File: src/pcf_pkg.sv
package pcf_pkg;

	localparam int unsigned QDEPTH = 24;
	localparam int unsigned MAX_RES = 12;
	localparam int unsigned QCW = $clog2(QDEPTH + 1);
	localparam int unsigned RCW = $clog2(MAX_RES + 1);

	localparam logic [31:0] CRC_POLY = 32'hEDB88320;
	localparam logic [31:0] CRC_ONES = 32'hFFFFFFFF;

	localparam logic MODE_HEADER = 1'b0;
	localparam logic MODE_DATA   = 1'b1;

	typedef struct packed {
		logic [7:0] out_byte;
		logic       last;
		logic       chunk_end;
		logic       error;
	} res_t;

	function automatic logic [31:0] crc_byte(logic [31:0] crc, logic [7:0] b);
		logic [31:0] c;
		c = crc ^ {24'd0, b};
		for (int k = 0; k < 8; k++) begin
			c = (c >> 1) ^ (CRC_POLY & {32{c[0]}});
		end
		return c;
	endfunction

	// crc from all ones over four bytes; linear in the bits, so it flattens to an xor network
	function automatic logic [31:0] crc_word(logic [31:0] w);
		logic [31:0] c;
		c = CRC_ONES;
		for (int i = 0; i < 4; i++) begin
			c = crc_byte(c, w[31 - 8 * i -: 8]);
		end
		return c;
	endfunction

endpackage

File: src/png_chunk_framer_crc32.sv
// PNG chunk framer with CRC-32.
// Input channel (item_valid / item_stall): mode 0 carries chunk_length and
// chunk_type and starts a chunk; mode 1 carries one data_byte.
// Result channel (res_valid / res_stall): one framed byte per transfer with
// last, chunk_end and error flags.
// An accepted item is held in an input register, where its results (up to
// 12) and the new crc/length state are formed, and then they enter a
// 24-entry result queue, whose head drives the outputs. Data bytes stream
// at one item per cycle while the queue has room; a header produces 8
// results (12 for an empty chunk) which drain at one byte per cycle while
// res_stall is low, so output bandwidth sets the item rate for headers.
// The input register moves into the queue whenever the queue holds 12 or
// fewer results; otherwise item_stall is raised. item_stall depends only on
// registers, never on res_stall directly.
// When the receiver stalls, the head result holds and the queue fills, and
// input stalls once it is over half full.
// Reset empties the queue and the input register, closes any chunk and sets
// the running crc to all ones.
module png_chunk_framer_crc32 (
	input  logic        clk,
	input  logic        arst_n,
	input  logic        item_valid,
	output logic        item_stall,
	input  logic        mode,
	input  logic [30:0] chunk_length,
	input  logic [31:0] chunk_type,
	input  logic [7:0]  data_byte,
	output logic        res_valid,
	input  logic        res_stall,
	output logic [7:0]  out_byte,
	output logic        last,
	output logic        chunk_end,
	output logic        error
);

	logic        valid_s1;
	logic        mode_s1;
	logic [30:0] len_s1;
	logic [31:0] type_s1;
	logic [7:0]  data_s1;

	logic [31:0] crc_q;
	logic [30:0] left_q;
	logic        open_q;

	pcf_pkg::res_t queue_q [pcf_pkg::QDEPTH];
	pcf_pkg::res_t queue_d [pcf_pkg::QDEPTH];
	logic [pcf_pkg::QCW-1:0] count_q;
	logic [pcf_pkg::QCW-1:0] count_d;
	logic [pcf_pkg::QCW-1:0] base;
	logic [pcf_pkg::QCW-1:0] off [pcf_pkg::QDEPTH];

	pcf_pkg::res_t res [pcf_pkg::MAX_RES];
	logic [pcf_pkg::RCW-1:0] n_res;
	logic [31:0] crc_d;
	logic [30:0] left_d;
	logic        open_d;
	logic [31:0] hdr_crc;
	logic [31:0] dat_crc;
	logic [31:0] fin_crc;
	logic        go;
	logic        pop;
	logic        take;

	assign go   = valid_s1 && (count_q <= pcf_pkg::QCW'(pcf_pkg::MAX_RES));
	assign item_stall = valid_s1 && !go;
	assign take = item_valid && !item_stall;
	assign res_valid = (count_q != '0);
	assign pop  = res_valid && !res_stall;

	assign out_byte  = queue_q[0].out_byte;
	assign last      = queue_q[0].last;
	assign chunk_end = queue_q[0].chunk_end;
	assign error     = queue_q[0].error;

	assign hdr_crc = pcf_pkg::crc_word(type_s1);
	assign dat_crc = pcf_pkg::crc_byte(crc_q, data_s1);

	// results and next state of the item in the input register
	always_comb begin
		for (int i = 0; i < pcf_pkg::MAX_RES; i++) begin
			res[i] = '0;
		end
		n_res  = '0;
		crc_d  = crc_q;
		left_d = left_q;
		open_d = open_q;
		fin_crc = '0;
		if (mode_s1 == pcf_pkg::MODE_HEADER) begin
			for (int i = 0; i < 4; i++) begin
				res[i].out_byte = 8'({1'b0, len_s1} >> (24 - 8 * i));
				res[i + 4].out_byte = type_s1[31 - 8 * i -: 8];
			end
			if (len_s1 == '0) begin
				fin_crc = hdr_crc ^ pcf_pkg::CRC_ONES;
				for (int i = 0; i < 4; i++) begin
					res[i + 8].out_byte = fin_crc[31 - 8 * i -: 8];
				end
				res[11].last      = 1'b1;
				res[11].chunk_end = 1'b1;
				n_res  = pcf_pkg::RCW'(12);
				crc_d  = pcf_pkg::CRC_ONES;
				left_d = '0;
				open_d = 1'b0;
			end else begin
				res[7].last = 1'b1;
				n_res  = pcf_pkg::RCW'(8);
				crc_d  = hdr_crc;
				left_d = len_s1;
				open_d = 1'b1;
			end
		end else if (!open_q) begin
			res[0].last  = 1'b1;
			res[0].error = 1'b1;
			n_res = pcf_pkg::RCW'(1);
		end else begin
			res[0].out_byte = data_s1;
			if (left_q == 31'd1) begin
				fin_crc = dat_crc ^ pcf_pkg::CRC_ONES;
				for (int i = 0; i < 4; i++) begin
					res[i + 1].out_byte = fin_crc[31 - 8 * i -: 8];
				end
				res[4].last      = 1'b1;
				res[4].chunk_end = 1'b1;
				n_res  = pcf_pkg::RCW'(5);
				crc_d  = pcf_pkg::CRC_ONES;
				left_d = '0;
				open_d = 1'b0;
			end else begin
				res[0].last = 1'b1;
				n_res  = pcf_pkg::RCW'(1);
				crc_d  = dat_crc;
				left_d = left_q - 31'd1;
			end
		end
	end

	// shift queue: head pops, new results append after what remains
	always_comb begin
		base = count_q - pcf_pkg::QCW'(pop);
		for (int j = 0; j < pcf_pkg::QDEPTH; j++) begin
			off[j] = pcf_pkg::QCW'(j) - base;
			if (pop && j < pcf_pkg::QDEPTH - 1) begin
				queue_d[j] = queue_q[(j + 1) % pcf_pkg::QDEPTH];
			end else begin
				queue_d[j] = queue_q[j];
			end
			if (go && pcf_pkg::QCW'(j) >= base && off[j] < pcf_pkg::QCW'(n_res)) begin
				queue_d[j] = res[off[j][pcf_pkg::RCW-1:0]];
			end
		end
		count_d = base + (go ? pcf_pkg::QCW'(n_res) : '0);
	end

	always_ff @(posedge clk or negedge arst_n) begin
		if (!arst_n) begin
			valid_s1 <= 1'b0;
			count_q  <= '0;
			crc_q    <= pcf_pkg::CRC_ONES;
			left_q   <= '0;
			open_q   <= 1'b0;
		end else begin
			if (!item_stall) begin
				valid_s1 <= item_valid;
			end
			count_q <= count_d;
			if (go) begin
				crc_q  <= crc_d;
				left_q <= left_d;
				open_q <= open_d;
			end
		end
	end

	always_ff @(posedge clk) begin
		if (take) begin
			mode_s1 <= mode;
			len_s1  <= chunk_length;
			type_s1 <= chunk_type;
			data_s1 <= data_byte;
		end
		queue_q <= queue_d;
	end

endmodule
File: config.mk
export PLATFORM = sky130hd
export DESIGN_NAME = png_chunk_framer_crc32
export DESIGN_NICKNAME = d
export VERILOG_FILES = /design/src/pcf_pkg.sv /design/src/png_chunk_framer_crc32.sv
export SDC_FILE = /design/constraint.sdc
export NUM_CORES = 1
export LEC_CHECK = 0
export ABC_AREA = 1
export ABC_CLOCK_PERIOD_IN_PS = 6300
export BUFFER_PORTS_ARGS = -buffer_cell sky130_fd_sc_hd__buf_2
export CAP_MARGIN = 20
export CORE_MARGIN = 10
export CORE_UTILIZATION = 45
export CTS_BUF_LIST = sky130_fd_sc_hd__clkbuf_4
export DETAILED_ROUTE_END_ITERATION = 10
export PLACE_DENSITY = 0.68
export SLEW_MARGIN = 5
export SYNTH_ARGS = -nofsm -noshare
export SYNTH_HDL_FRONTEND = slang
export SYNTH_SLANG_ARGS = --single-unit
export TNS_END_PERCENT = 10
File: constraint.sdc
create_clock -name clk -period 6.3 [get_ports clk]
set_input_delay 0.945 -clock clk [delete_from_list [all_inputs] [get_ports clk]]
set_output_delay 0.945 -clock clk [all_outputs]
set_load 0.005 [all_outputs]
==> flow_metrics.tcl <==
set metrics [dict create \
    status "complete, no violations" \
    relSlewSlack 0.262 \
    yosysWarnings 0 \
    stdcell_area_um2 32100 \
    worstMarginPinSlew_ns 1.10 \
    synthMuxAreaShare 0.00611 \
    rsz0062_at_grt "no" \
    cp.required_ns 6.86 \
    synth_cell_types 68 \
    yosys.area.top_type "edfxtp_1" \
    critPathCaptureType "flop" \
    final_cells 5000 \
    synth-compound-area-share 0.104 \
    hold_buffers 0 \
    die_w_um 276 \
    fin_crit_sh 0.861 \
    max_cap_violations 0 \
    cts_buffer_depth 3 \
    grt_usage 0.309 \
    root_buffer "clkbuf_4" \
    path_clk_slew_ns 0.07 \
    synthToLayoutAreaGrowth_pct 8.78 \
    cp_num_buf_inv 7 \
    syn_area_per_cell_um2 7.38 \
    synth_cells 3998 \
    vias_per_cell 5.81 \
    drtIter0Drc 4016 \
    drt_first_pass_iters 7 \
    synth_most_common_cell "nand2_1" \
    clock-sinks 406 \
    fin_crit_ns 5.42 \
    gp_congestion 1.10 \
    arrival_ns 5.98 \
    synth_edf_count 336 \
    skew_ns 0.0677 \
    cts_tree "yes" \
    start_util 0.456 \
    layout.nets 4185 \
    synth_seq_cells 406 \
    crit_top_cell "inv_1" \
    grt_pass1_vias 26700 \
    hold_viol 0 \
    antenna_left 0 \
    ys_seq_area_frac 0.403 \
    ioPinCount 89 \
    dp_hpwl_um 97700 \
    overflow 0 \
    synth_nets 4125 \
    async_flop_share 0.172 \
    drc_errors 0 \
    dpl-instance-area_um2 30700 \
    wl_per_cell_um 24.5 \
    portBuffers 88 \
    worstPathCellList "nor2_1, nand3_1, nand2_1, inv_1, ha_4, ha_2, or2_2, nand2_1, clkinv_1, buf_4, ha_1, a21oi_1, xor2_1, inv_1, buf_4, ha_1, a211oi_1, inv_1, nor2_1, inv_1, nand2_1" \
    path_delay_family "simple AND/OR/NAND/NOR gates" \
    synth_area_um2 29500 \
    insertion_delay_ns 0.97 \
    vias 29100 \
    r2r_slack_ns 0.88 \
    rows 93 \
    tns_ns 0 \
    crit_type "flop to flop" \
    antenna_found_initial 3 \
    synth_top_family_by_area "simple AND/OR/NAND/NOR gates" \
    fill_cells 6480 \
    synth_fa_ha_area_frac 0.0221 \
    drv_slew 0 \
    die_y_um 276 \
    yosys-top-cells-count "1490 x nand2_1, 504 x nand3_1, 336 x edfxtp_1, 301 x o21ai_0, 219 x inv_1" \
    synth_top_area_share 0.342 \
    crit_fanout 23 \
    fmax_ghz 0.184 \
    core_um2 64700 \
    placed_cells 4800 \
    synth_simple_gate_area_frac 0.339 \
    htree_levels 3 \
    cts_resized 0 \
    grt_pass1_wl_um 177000 \
    cp-start-kind "flop" \
    synth_flop_cell "edfxtp_1" \
    hold_path.class "input pin to flop" \
    drive_gt1_frac 0.130 \
    grt_max_degree 86 \
    wl_um 123000 \
    post_cts_buffers 0 \
    setup_viol 0 \
    synth_xor_area_frac 0.0630 \
    cts_made_buffers 111 \
    dieArea_um2 76200 \
    synth_area_leaders "edfxtp_1 34%, nand2_1 19%, nand3_1 8.6%, o21ai_0 5.1%, xor2_1 4.2%" \
    cp_slowest_cell "dfrtp_1" \
    worst_path_largest_cell_delay_ns 0.41 \
]
## metrics by stage
stage	utilization	hold WS (ns)	setup WS, ns
final	0.496	0.149	0.878
after global routing	0.496	0.111	0.516
after CTS	0.496	0.0678	1.00
after detailed placement	0.474	0.466	0.771
after global placement	0.474	0.463	0.808
after floorplan	-	0.455	0.436
## area by class of cell
type,instances,area [um^2],area share
multi-input combinational,3127,15800,0.493
timing repair buffer,148,891,0.0278
clock buffer,167,1250,0.0391
antenna,4,10.0,0.000312
inverter,264,1010,0.0314
tap,855,1070,0.0333
clock inverter,29,154,0.00480
sequential,406,11900,0.370
## kinds of logic (layout without fill, tap and decap cells)
family	Yosys count	after routing
AOI/OAI and AO/OA	548	548
xor gates and xnor gates	203	203
adders and majority gates	51	51
buffers and inverters	465	608
DFF	406	406
muxes	18	18
other	0	4
and+or+nand+nor	2307	2307
## worst register-to-register path, delay by kind of cell (launching register included)
kind	cells	cell delay, ns
AOI/OAI and AO/OA	2	0.62
xor gates and xnor gates	1	0.35
adders and majority gates	4	0.83
buffers and inverters	7	1.11
DFF	1	0.41
and+or+nand+nor	7	1.70
## final timing paths
path                                startpoint           to  depth (start not counted)
worst max register to register      count_q[2]  queue_q[11]                         21
max in group asynchronous               arst_n   left_q[27]                          1
min in group asynchronous               arst_n       open_q                          1
worst max-delay path                count_q[2]  queue_q[11]                         21
worst min-delay path            chunk_type[25]  type_s1[25]                          1
worst min register to register        crc_q[4]     crc_q[4]                          2
## routing by layer
| layer | global-route usage | vias to the layer above | part of all wire |
|---|---|---|---|
| li1 | - | 13500 | - |
| met1 | 0.411 | 13500 | 0.41 |
| met2 | 0.460 | 1680 | 0.43 |
| met3 | 0.0843 | 354 | 0.12 |
| met4 | 0.139 | 0 | 0.050 |
| met5 | 0 | - | 0 |
## registers in the layout (all words and copies together), names as in the netlist
name,cells
crc_q,32
mode_s1,1
queue_q,253
type_s1,32
left_q,31
len_s1,31
chunk_end,1
valid_s1,1
out_byte,8
last,1
data_s1,8
error,1
open_q,1
count_q,5
## cell usage in the layout, fill, tap and decap left out, types with 7 or more instances in the layout
master    Yosys  layout
xor2_2        6       8
edfxtp_1    336     336
dfrtp_1      38      38
xnor2_1      54      54
nand3_2      21      21
buf_2        31      88
dfstp_2      32      32
inv_1       219     216
a21oi_1     123     123
buf_4        13      60
a21boi_0      7       7
nand4_1      25      25
a22o_1        8       8
o21ai_0     301     301
a21boi_1      7       7
nand3_1     504     504
ha_1         49      47
xor2_1      140     138
o31ai_1      15      15
inv_2        29      33
clkbuf_4      0     167
nand2_1    1490    1490
o22ai_1       9       9
nor2_1      111     107
o211ai_1     19      19
clkinv_1     10      29
nor4_1       18      17
nand2_2      77      77
o21a_1        9       9
nor3_1       14      14
mux2i_1      18      18
nand2_4      13      13
Power is left out: the tool's default activity adds up to more than one toggle a clock period on the data nets, which glitch-free logic cannot reach.
